**src/rtl/pcg32b_pkg.sv**
```systemverilog
`timescale 1ns / 1ps
package pcg32b_pkg;

	localparam int WORD_W     = 32;
	localparam int STATE_W    = 64;
	localparam int STREAM_W   = 63;
	localparam int FRAC_W     = 24;
	localparam int CFG_DATA_W = 64;
	localparam int CFG_IDX_W  = 1;
	localparam int CNT_W      = $clog2(WORD_W);

	localparam logic [STATE_W-1:0] LCG_MULT    = 64'h5851F42D4C957F2D;
	localparam logic [STATE_W-1:0] RESET_STATE = 64'h5851F42D4C957F2E;
	localparam logic [STATE_W-1:0] RESET_INC   = 64'h0000000000000001;

	typedef enum logic [1:0] {
		OP_RESEED   = 2'd0,
		OP_RAW      = 2'd1,
		OP_BOUNDED  = 2'd2,
		OP_INTERVAL = 2'd3
	} op_t;

	typedef enum logic [CFG_IDX_W-1:0] {
		REG_SEED   = 1'b0,
		REG_STREAM = 1'b1
	} reg_idx_t;

	typedef enum logic [3:0] {
		ST_IDLE,
		ST_D0,
		ST_D1,
		ST_D2,
		ST_D3,
		ST_SEED,
		ST_LEM0,
		ST_LEM1,
		ST_DIV,
		ST_FIN
	} state_t;

	typedef struct packed {
		logic busy;
		logic done;
	} rem_status_t;

	function automatic logic [WORD_W-1:0] xsh_rr(input logic [STATE_W-1:0] s);
		logic [STATE_W-1:0]  x;
		logic [WORD_W-1:0]   xs;
		logic [4:0]          rot;
		logic [2*WORD_W-1:0] d;
		x   = (s >> 18) ^ s;
		xs  = x[58:27];
		rot = s[63:59];
		d   = {xs, xs} >> rot;
		return d[WORD_W-1:0];
	endfunction

endpackage

```
**src/rtl/pcg32b_if.sv**
```systemverilog
`timescale 1ns / 1ps
interface pcg32b_in_if;
	logic                                valid;
	logic                                ready;
	logic [1:0]                          operation;
	logic [pcg32b_pkg::WORD_W-1:0]        bound;
	logic signed [pcg32b_pkg::WORD_W-1:0] range_low;
	logic signed [pcg32b_pkg::WORD_W-1:0] range_high;

	modport source (output valid, operation, bound, range_low, range_high, input ready);
	modport sink (input valid, operation, bound, range_low, range_high, output ready);
endinterface

interface pcg32b_out_if;
	logic                                valid;
	logic                                ready;
	logic [pcg32b_pkg::WORD_W-1:0]        word;
	logic signed [pcg32b_pkg::WORD_W-1:0] signed_result;
	logic [pcg32b_pkg::FRAC_W-1:0]        unit_fraction;
	logic                                coin;

	modport source (output valid, word, signed_result, unit_fraction, coin, input ready);
	modport sink (input valid, word, signed_result, unit_fraction, coin, output ready);
endinterface

```
**src/rtl/pcg32b_rem.sv**
```systemverilog
`timescale 1ns / 1ps
module pcg32b_rem (
	input  logic                          clk,
	input  logic                          arst_n,
	input  logic                          start,
	input  logic [pcg32b_pkg::WORD_W-1:0] divisor,
	output pcg32b_pkg::rem_status_t       status,
	output logic [pcg32b_pkg::WORD_W-1:0] remainder
);
	import pcg32b_pkg::*;

	logic [WORD_W-1:0] dvd_q;
	logic [WORD_W-1:0] dsr_q;
	logic [WORD_W-1:0] rem_q;
	logic [CNT_W-1:0]  cnt_q;
	logic              busy_q;
	logic              done_q;
	logic [WORD_W:0]   trial;
	logic [WORD_W:0]   diff;
	logic [WORD_W-1:0] rem_next;

	// restoring step on the remainder of (2^32 - n) by n
	always_comb begin
		trial    = {rem_q, dvd_q[WORD_W-1]};
		diff     = trial - {1'b0, dsr_q};
		rem_next = (trial >= {1'b0, dsr_q}) ? diff[WORD_W-1:0] : trial[WORD_W-1:0];
	end

	always_ff @(posedge clk or negedge arst_n) begin
		if (!arst_n) begin
			busy_q <= 1'b0;
			done_q <= 1'b0;
			cnt_q  <= '0;
		end else begin
			done_q <= 1'b0;
			if (start) begin
				busy_q <= 1'b1;
				cnt_q  <= '1;
			end else if (busy_q) begin
				cnt_q <= cnt_q - 1'b1;
				if (cnt_q == '0) begin
					busy_q <= 1'b0;
					done_q <= 1'b1;
				end
			end
		end
	end

	always_ff @(posedge clk) begin
		if (start) begin
			dvd_q <= '0 - divisor;
			dsr_q <= divisor;
			rem_q <= '0;
		end else if (busy_q) begin
			dvd_q <= {dvd_q[WORD_W-2:0], 1'b0};
			rem_q <= rem_next;
		end
	end

	assign status.busy = busy_q;
	assign status.done = done_q;
	assign remainder   = rem_q;

endmodule

```
**src/rtl/pcg32_bounded_random_generator_top.sv**
```systemverilog
`timescale 1ns / 1ps
// PCG32 generator with unbiased bounded and signed interval draws.
// cmd channel: operation (reseed, raw, bounded, interval) with bound and range ends.
// res channel: word, signed_result, unit_fraction and coin, one transfer per command.
// cfg port: cfg_wr_en writes seed (index 0) or stream (index 1); takes effect at reseed.
// One item at a time: cmd.ready is high only while the sequencer is idle.
// Each draw runs the 64-bit LCG step through one shared 32x32 multiplier in states
// D0 to D3 (three partial products plus the accumulate).
// Bounded and interval draws redraw on rejection; the rejection threshold is
// computed at most once per command by a bit-serial remainder unit. A zero
// bound, an interval with low >= high and the full interval skip the LCG step
// and go straight to the result.
// A result waits in the output register while the receiver stalls; the next command
// is still taken and runs until its own result needs the register.
// Reset loads the state left by a reseed with seed 0 and stream 0.
module pcg32_bounded_random_generator_top (
	input  logic                              clk,
	input  logic                              arst_n,
	pcg32b_in_if.sink                         cmd,
	pcg32b_out_if.source                      res,
	input  logic                              cfg_wr_en,
	input  logic [pcg32b_pkg::CFG_IDX_W-1:0]  cfg_index,
	input  logic [pcg32b_pkg::CFG_DATA_W-1:0] cfg_data
);
	import pcg32b_pkg::*;

	state_t              state_q, state_d;
	op_t                 op_q;
	logic [STATE_W-1:0]  lcg_state_q;
	logic [STATE_W-1:0]  inc_q;
	logic [STATE_W-1:0]  seed_q;
	logic [STREAM_W-1:0] stream_q;
	logic [STATE_W-1:0]  acc_q;
	logic [STATE_W-1:0]  prod_q;
	logic [STATE_W-1:0]  prod;
	logic [WORD_W-1:0]   mul_a, mul_b;
	logic [WORD_W-1:0]   xs_q;
	logic [WORD_W-1:0]   n_q;
	logic [WORD_W-1:0]   lo_q;
	logic [WORD_W-1:0]   thr_q;
	logic [WORD_W-1:0]   res_q;
	logic                thr_ok_q;
	logic                pass_q;
	logic                out_valid_q;
	logic [WORD_W-1:0]   word_q;
	logic [WORD_W-1:0]   sres_q;
	logic [FRAC_W-1:0]   frac_q;
	logic                coin_q;
	logic [WORD_W-1:0]   in_len;
	logic                in_skip;
	logic                low_rej;
	logic                out_load;
	logic                rem_start;
	logic                ready;
	rem_status_t         rem_st;
	logic [WORD_W-1:0]   rem_val;

	pcg32b_rem u_rem (
		.clk       (clk),
		.arst_n    (arst_n),
		.start     (rem_start),
		.divisor   (n_q),
		.status    (rem_st),
		.remainder (rem_val)
	);

	always_comb begin
		in_len  = $unsigned(cmd.range_high) - $unsigned(cmd.range_low) + 32'd1;
		in_skip = ((op_t'(cmd.operation) == OP_BOUNDED) && (cmd.bound == '0)) ||
			((op_t'(cmd.operation) == OP_INTERVAL) &&
			((cmd.range_low >= cmd.range_high) || (in_len == '0)));
		low_rej = thr_ok_q ? (prod_q[WORD_W-1:0] < thr_q) : (prod_q[WORD_W-1:0] < n_q);
	end

	always_comb begin
		state_d = state_q;
		case (state_q)
			ST_IDLE: begin
				if (cmd.valid) state_d = in_skip ? ST_FIN : ST_D0;
			end
			ST_D0: state_d = ST_D1;
			ST_D1: state_d = ST_D2;
			ST_D2: state_d = ST_D3;
			ST_D3: begin
				case (op_q)
					OP_RESEED: state_d = pass_q ? ST_FIN : ST_SEED;
					OP_RAW:    state_d = ST_FIN;
					default:   state_d = ST_LEM0;
				endcase
			end
			ST_SEED: state_d = ST_D0;
			ST_LEM0: state_d = ST_LEM1;
			ST_LEM1: begin
				if (!low_rej) state_d = ST_FIN;
				else          state_d = thr_ok_q ? ST_D0 : ST_DIV;
			end
			ST_DIV: begin
				if (rem_st.done) state_d = ST_LEM1;
			end
			ST_FIN: begin
				if (out_load) state_d = ST_IDLE;
			end
			default: state_d = ST_IDLE;
		endcase
	end

	always_comb begin
		ready     = (state_q == ST_IDLE);
		out_load  = (state_q == ST_FIN) && (!out_valid_q || res.ready);
		rem_start = (state_q == ST_LEM1) && low_rej && !thr_ok_q;
		mul_a     = '0;
		mul_b     = '0;
		case (state_q)
			ST_D0: begin
				mul_a = lcg_state_q[WORD_W-1:0];
				mul_b = LCG_MULT[WORD_W-1:0];
			end
			ST_D1: begin
				mul_a = lcg_state_q[STATE_W-1:WORD_W];
				mul_b = LCG_MULT[WORD_W-1:0];
			end
			ST_D2: begin
				mul_a = lcg_state_q[WORD_W-1:0];
				mul_b = LCG_MULT[STATE_W-1:WORD_W];
			end
			ST_LEM0: begin
				mul_a = xs_q;
				mul_b = n_q;
			end
			default: begin
				mul_a = '0;
				mul_b = '0;
			end
		endcase
	end

	assign prod = 64'(mul_a) * 64'(mul_b);

	always_ff @(posedge clk or negedge arst_n) begin
		if (!arst_n) begin
			state_q     <= ST_IDLE;
			out_valid_q <= 1'b0;
			lcg_state_q <= RESET_STATE;
			inc_q       <= RESET_INC;
			seed_q      <= '0;
			stream_q    <= '0;
			thr_ok_q    <= 1'b0;
			pass_q      <= 1'b0;
		end else begin
			state_q <= state_d;
			if (out_load)               out_valid_q <= 1'b1;
			else if (res.ready)         out_valid_q <= 1'b0;
			if (cfg_wr_en) begin
				case (reg_idx_t'(cfg_index))
					REG_SEED:   seed_q   <= cfg_data;
					REG_STREAM: stream_q <= cfg_data[STREAM_W-1:0];
					default:    seed_q   <= seed_q;
				endcase
			end
			case (state_q)
				ST_IDLE: begin
					thr_ok_q <= 1'b0;
					pass_q   <= 1'b0;
					if (cmd.valid && (op_t'(cmd.operation) == OP_RESEED)) begin
						inc_q       <= {stream_q, 1'b1};
						lcg_state_q <= '0;
					end
				end
				ST_D3: begin
					lcg_state_q <= {acc_q[STATE_W-1:WORD_W] + prod_q[WORD_W-1:0],
						acc_q[WORD_W-1:0]};
				end
				ST_SEED: begin
					lcg_state_q <= lcg_state_q + seed_q;
					pass_q      <= 1'b1;
				end
				ST_DIV: begin
					if (rem_st.done) thr_ok_q <= 1'b1;
				end
				default: thr_ok_q <= thr_ok_q;
			endcase
		end
	end

	always_ff @(posedge clk) begin
		case (state_q)
			ST_IDLE: begin
				op_q  <= op_t'(cmd.operation);
				lo_q  <= $unsigned(cmd.range_low);
				res_q <= '0;
				n_q   <= (op_t'(cmd.operation) == OP_INTERVAL) ? in_len : cmd.bound;
			end
			ST_D0: begin
				xs_q   <= xsh_rr(lcg_state_q);
				prod_q <= prod;
			end
			ST_D1: begin
				acc_q  <= inc_q + prod_q;
				prod_q <= prod;
			end
			ST_D2: begin
				acc_q[STATE_W-1:WORD_W] <= acc_q[STATE_W-1:WORD_W] + prod_q[WORD_W-1:0];
				prod_q                  <= prod;
			end
			ST_LEM0: prod_q <= prod;
			ST_LEM1: begin
				if (!low_rej) res_q <= prod_q[STATE_W-1:WORD_W];
			end
			ST_DIV: begin
				if (rem_st.done) thr_q <= rem_val;
			end
			default: res_q <= res_q;
		endcase
		if (out_load) begin
			case (op_q)
				OP_RAW: begin
					word_q <= xs_q;
					sres_q <= '0;
					frac_q <= xs_q[WORD_W-1:WORD_W-FRAC_W];
					coin_q <= xs_q[WORD_W-1];
				end
				OP_BOUNDED: begin
					word_q <= res_q;
					sres_q <= '0;
					frac_q <= '0;
					coin_q <= 1'b0;
				end
				OP_INTERVAL: begin
					word_q <= '0;
					sres_q <= lo_q + res_q;
					frac_q <= '0;
					coin_q <= 1'b0;
				end
				default: begin
					word_q <= '0;
					sres_q <= '0;
					frac_q <= '0;
					coin_q <= 1'b0;
				end
			endcase
		end
	end

	assign cmd.ready         = ready;
	assign res.valid         = out_valid_q;
	assign res.word          = word_q;
	assign res.signed_result = $signed(sres_q);
	assign res.unit_fraction = frac_q;
	assign res.coin          = coin_q;

	a_inc_odd: assert property (@(posedge clk) disable iff (!arst_n) inc_q[0])
		else $error("LCG increment lost its low bit");

	a_idle_rem: assert property (@(posedge clk) disable iff (!arst_n)
		ready |-> !rem_st.busy)
		else $error("remainder unit busy while idle");

	a_thr_below_n: assert property (@(posedge clk) disable iff (!arst_n)
		((state_q == ST_LEM1) && thr_ok_q) |-> (thr_q < n_q))
		else $error("rejection threshold not below bound");

	a_raw_starts: assert property (@(posedge clk) disable iff (!arst_n)
		(cmd.valid && ready && (op_t'(cmd.operation) == OP_RAW)) |=> (state_q == ST_D0))
		else $error("raw draw did not start the LCG step");

endmodule

```
**src/flat_wrapper.sv**
```systemverilog
// flat-port wrapper written by rule: the top's interface ports become plain ports
module pcg32_bounded_random_generator_top_flat import pcg32b_pkg::*;
  (clk, arst_n, cfg_wr_en, cfg_index, cfg_data, cmd_valid, cmd_operation, cmd_bound, cmd_range_low, cmd_range_high, cmd_ready, res_valid, res_word, res_signed_result, res_unit_fraction, res_coin, res_ready);
  pcg32b_in_if cmd_i ();
  pcg32b_out_if res_i ();
  input  logic clk;
  input  logic arst_n;
  input  logic cfg_wr_en;
  input  logic [pcg32b_pkg::CFG_IDX_W-1:0] cfg_index;
  input  logic [pcg32b_pkg::CFG_DATA_W-1:0] cfg_data;
  input wire logic [$bits(cmd_i.valid)-1:0] cmd_valid;
  input wire logic [$bits(cmd_i.operation)-1:0] cmd_operation;
  input wire logic [$bits(cmd_i.bound)-1:0] cmd_bound;
  input wire logic [$bits(cmd_i.range_low)-1:0] cmd_range_low;
  input wire logic [$bits(cmd_i.range_high)-1:0] cmd_range_high;
  output wire logic [$bits(cmd_i.ready)-1:0] cmd_ready;
  output wire logic [$bits(res_i.valid)-1:0] res_valid;
  output wire logic [$bits(res_i.word)-1:0] res_word;
  output wire logic [$bits(res_i.signed_result)-1:0] res_signed_result;
  output wire logic [$bits(res_i.unit_fraction)-1:0] res_unit_fraction;
  output wire logic [$bits(res_i.coin)-1:0] res_coin;
  input wire logic [$bits(res_i.ready)-1:0] res_ready;
  assign cmd_i.valid = cmd_valid;
  assign cmd_i.operation = cmd_operation;
  assign cmd_i.bound = cmd_bound;
  assign cmd_i.range_low = cmd_range_low;
  assign cmd_i.range_high = cmd_range_high;
  assign cmd_ready = cmd_i.ready;
  assign res_valid = res_i.valid;
  assign res_word = res_i.word;
  assign res_signed_result = res_i.signed_result;
  assign res_unit_fraction = res_i.unit_fraction;
  assign res_coin = res_i.coin;
  assign res_i.ready = res_ready;
  pcg32_bounded_random_generator_top u_core (.clk(clk), .arst_n(arst_n), .cmd(cmd_i), .res(res_i), .cfg_wr_en(cfg_wr_en), .cfg_index(cfg_index), .cfg_data(cfg_data));
endmodule
```
**config.mk**
```make
export PLATFORM = sky130hd
export DESIGN_NAME = pcg32_bounded_random_generator_top_flat
export DESIGN_NICKNAME = d
export VERILOG_FILES = /design/src/rtl/pcg32b_pkg.sv /design/src/rtl/pcg32b_if.sv /design/src/rtl/pcg32b_rem.sv /design/src/rtl/pcg32_bounded_random_generator_top.sv /design/src/flat_wrapper.sv
export SDC_FILE = /design/constraint.sdc
export NUM_CORES = 2
export LEC_CHECK = 0
export ABC_AREA = 1
export BUFFER_PORTS_ARGS = -buffer_cell sky130_fd_sc_hd__buf_2
export CAP_MARGIN = 20
export CORE_MARGIN = 2
export CORE_UTILIZATION = 60
export DETAILED_ROUTE_END_ITERATION = 7
export PLACE_DENSITY = 0.77
export REMOVE_ABC_BUFFERS = 1
export SLEW_MARGIN = 5
export SYNTH_ARGS = -nofsm -noshare
export SYNTH_HDL_FRONTEND = slang
export SYNTH_SLANG_ARGS = --single-unit
```
**constraint.sdc**
```tcl
create_clock -name clk -period 21 [get_ports clk]
set_input_delay 1.05 -clock clk [delete_from_list [all_inputs] [get_ports clk]]
set_output_delay 1.05 -clock clk [all_outputs]
set_load 0.02 [all_outputs]
```
==> flow_summary.ini <==
[worst_hold_path]
hold_path_class = input port to async pin

[finish]
drive_gt1_share_pct = 6.470
synthToLayoutAreaGrowth_pct = 7.358
fin_nets = 12512
instances_no_fill = 12675

[synth]
synth_top_cell_area_share_pct = 21.64
synth_edf_count = 442
synth_area_leaders = fa_1, edfxtp_1, nand2_1, inv_1, ha_1
yosysMostFrequentCell = nand2_1
syn-cell-area_um2 = 83540
syn_avg_cell_area_um2 = 7.811
syn-instance-count = 10696
yosys-top-cells-count = nand2_1, inv_1, fa_1
post-synth-top-area-cell = fa_1
ys_seq_elements = 742
yosys_warnings = 0
async_flop_share_pct = 36.12
synth-main-ff-cell = edfxtp_1
ys_types = 74
ys_seq_area_share_pct = 24.73

[clock_tree]
ctsResizeCount = 0
clockRootBuffer = clkbuf_16
cts_hold_buf = 0
htree_num_levels = 3
cts_tree = yes
cts_sinks = 742
cts_buffer_depth = 3
post-cts-setup-buffers = 0
cts-buffers-inserted = 79
clock_latency_ps = 680
clk_pin_slew_ps = 70

[setup_path]
cp_max_fo = 47
cpPeakStageDelay_ps = 680
cp_common_cell = fa_1
required_ps = 21430
critPathSlowestCell = clkinv_1
reg2reg_to = u_core.prod_q[60]$_DFFE_PP_
worstSetupStartpointType = register
cp-end-kind = register
reg2reg_setup_slack_ps = 10630
reg2reg_from = u_core.state_q[2]$_DFFE_PN0P_
cp.arrival_ps = 10800
crit_type = register to register
rr_worst_depth = 34

[route]
wl_per_cell_um = 24.72
drt_iter0_markers = 8721
drc = 0
drt_first_pass_iters = 6
wl_um = 313300
via_per_inst = 5.949
routed-via-count = 75404
ant_nets = 0

[place]
dpl.cell_count = 12509
io_buffer_count = 258
gp_routability_congestion = 1.075
post-dp-hpwl_um = 246900

[power_and_ir_drop]
ir_drop_v = 0.00006771
p_leak_uw = 0.04896
p_per_area_nw_per_um2 = 39.73

[sta]
slew_headroom_pct = 29.89
clock.fmax_mhz = 96.40
rsz0062_at_grt = no
finalCritPeriodShare_pct = 49.40
setup_viol = 0
hold_viol_final = 0
whs_ps = 380.4
period_needed_ps = 10370
fin_setup_tns_ps = 0
finClkSkew_ps = 27.13
tightestPinTransition_ps = 1049
slew_violations = 0

[floorplan]
start_util_pct = 60.61
die_w_um = 377.2
coreArea_um2 = 137800
rows = 136
die-area_um2 = 142200
die_y_um = 377.2
pin_count = 259

[grt]
grt_pass1_vias = 75943
grt_util_all_layers_pct = 44.08
grt-ovfl-total = 0
grt_first_pass_wirelength_um = 462500
grt_start_max_net_pins = 136
antenna_found_initial = 23

[outcome]
status = completed

[job]
max_cap_violations = 0
[worst max path at each step]
stage          cells after the start                           to                          start  slack [ps]
2_1_floorplan                     31  u_core.prod_q[60]$_DFFE_PP_  u_core.state_q[2]$_DFFE_PN0P_       11390
3_3_place_gp                      33  u_core.prod_q[48]$_DFFE_PP_  u_core.state_q[2]$_DFFE_PN0P_       10600
3_5_place_dp                      34  u_core.prod_q[60]$_DFFE_PP_  u_core.state_q[2]$_DFFE_PN0P_       10910
4_1_cts                           34  u_core.prod_q[60]$_DFFE_PP_  u_core.state_q[2]$_DFFE_PN0P_       10870
5_1_grt                           34  u_core.prod_q[48]$_DFFE_PP_  u_core.state_q[2]$_DFFE_PN0P_       10270
6_report                          34  u_core.prod_q[60]$_DFFE_PP_  u_core.state_q[2]$_DFFE_PN0P_       10630
[state kept, by name, summed over array words and instances, names as in the netlist, 23 cells and up]
signal,count
u_core.acc_q,64
u_core.inc_q,63
u_core.lcg_state_q,64
u_core.lo_q,32
u_core.n_q,32
u_core.prod_q,64
u_core.res.signed_result,32
u_core.res.unit_fraction,23
u_core.res.word,32
u_core.res_q,32
u_core.seed_q,64
u_core.stream_q,63
u_core.thr_q,32
u_core.u_rem.dsr_q,32
u_core.u_rem.dvd_q,32
u_core.u_rem.remainder,32
u_core.xs_q,32
[metrics by stage]
| stage | util, % | total power [uW] | area, um^2 | setup WS (ps) |
|---|---|---|---|---|
| 2_1_floorplan | - | 1889 | 82090 | 11390 |
| 3_3_place_gp | 62.92 | 2041 | 86730 | 10600 |
| 3_5_place_dp | 62.97 | 2047 | 86800 | 10910 |
| 4_1_cts | 65.00 | 3554 | 89600 | 10870 |
| 5_1_grt | 65.05 | 3670 | 89660 | 10270 |
| 6_report | 65.07 | 3564 | 89690 | 10630 |
[power breakdown]
| part | total, uW | internal [uW] | switching, uW |
|---|---|---|---|
| sequential | 1590 | 1570 | 26.3 |
| clock | 1530 | 872 | 655 |
| combinational | 444 | 141 | 303 |
[cell usage in the layout, fill, tap and decap left out, types with 14 or more instances in the layout]
master        n
nand2_1    2883
inv_1      2331
fa_1        903
ha_1        643
a21oi_1     541
nor2_1      534
o21ai_0     519
edfxtp_1    442
nand3_1     355
buf_2       257
dfrtp_1     235
xor2_1      140
buf_4       105
a31oi_1      92
clkbuf_16    80
xnor2_1      70
nand4_1      50
or2_2        48
nor3_1       43
a21o_1       41
o211ai_1     40
o21a_1       38
mux2i_1      35
dfstp_2      33
dfxtp_1      32
o21bai_1     30
o21ai_2      28
nor4_1       27
nor2_2       20
o21ai_1      20
nand3b_1     20
diode_2      16
a21boi_0     16
clkbuf_8     15
a221oi_1     14
[metal layers]
metal,routed length (um),up-vias,part of all wire (%),global-route usage [%]
met4,20650,22,6.6,25.25
met2,138000,4747,44,68.13
li1,-,33250,-,-
met5,223,-,0.071,0.3774
met3,38060,1091,12,11.21
met1,116300,36294,37,56.34
[final cells by class]
| cell class | count | area, um^2 |
|---|---|---|
| Multi-Input combinational cell | 7264 | 52920 |
| Fill cell | 11662 | 48140 |
| Sequential cell | 742 | 20660 |
| Inverter | 2342 | 8791 |
| Tap cell | 1794 | 2245 |
| Timing Repair Buffer | 369 | 2235 |
| Clock buffer | 99 | 2223 |
| Clock inverter | 49 | 575.6 |
| Antenna cell | 16 | 40.04 |
[cell families after synthesis]
kind of cell	after synthesis	share of synthesized area [%]
mux	36	0.4328
simple gates	4029	19.38
buf+inv	2690	12.27
compound gates	1443	9.721
fa+ha+maj	1546	31.27
flops	742	24.73
xor+xnor	210	2.202
[critical path: cells and delay by family (launching register included)]
family,cells,cell delay [ps]
fa+ha+maj,9,4380
buf+inv,11,2610
simple gates,12,2220
flops,1,410
compound gates,1,360
xor+xnor,1,80
No activity file was read; power rests on OpenSTA's default activity.
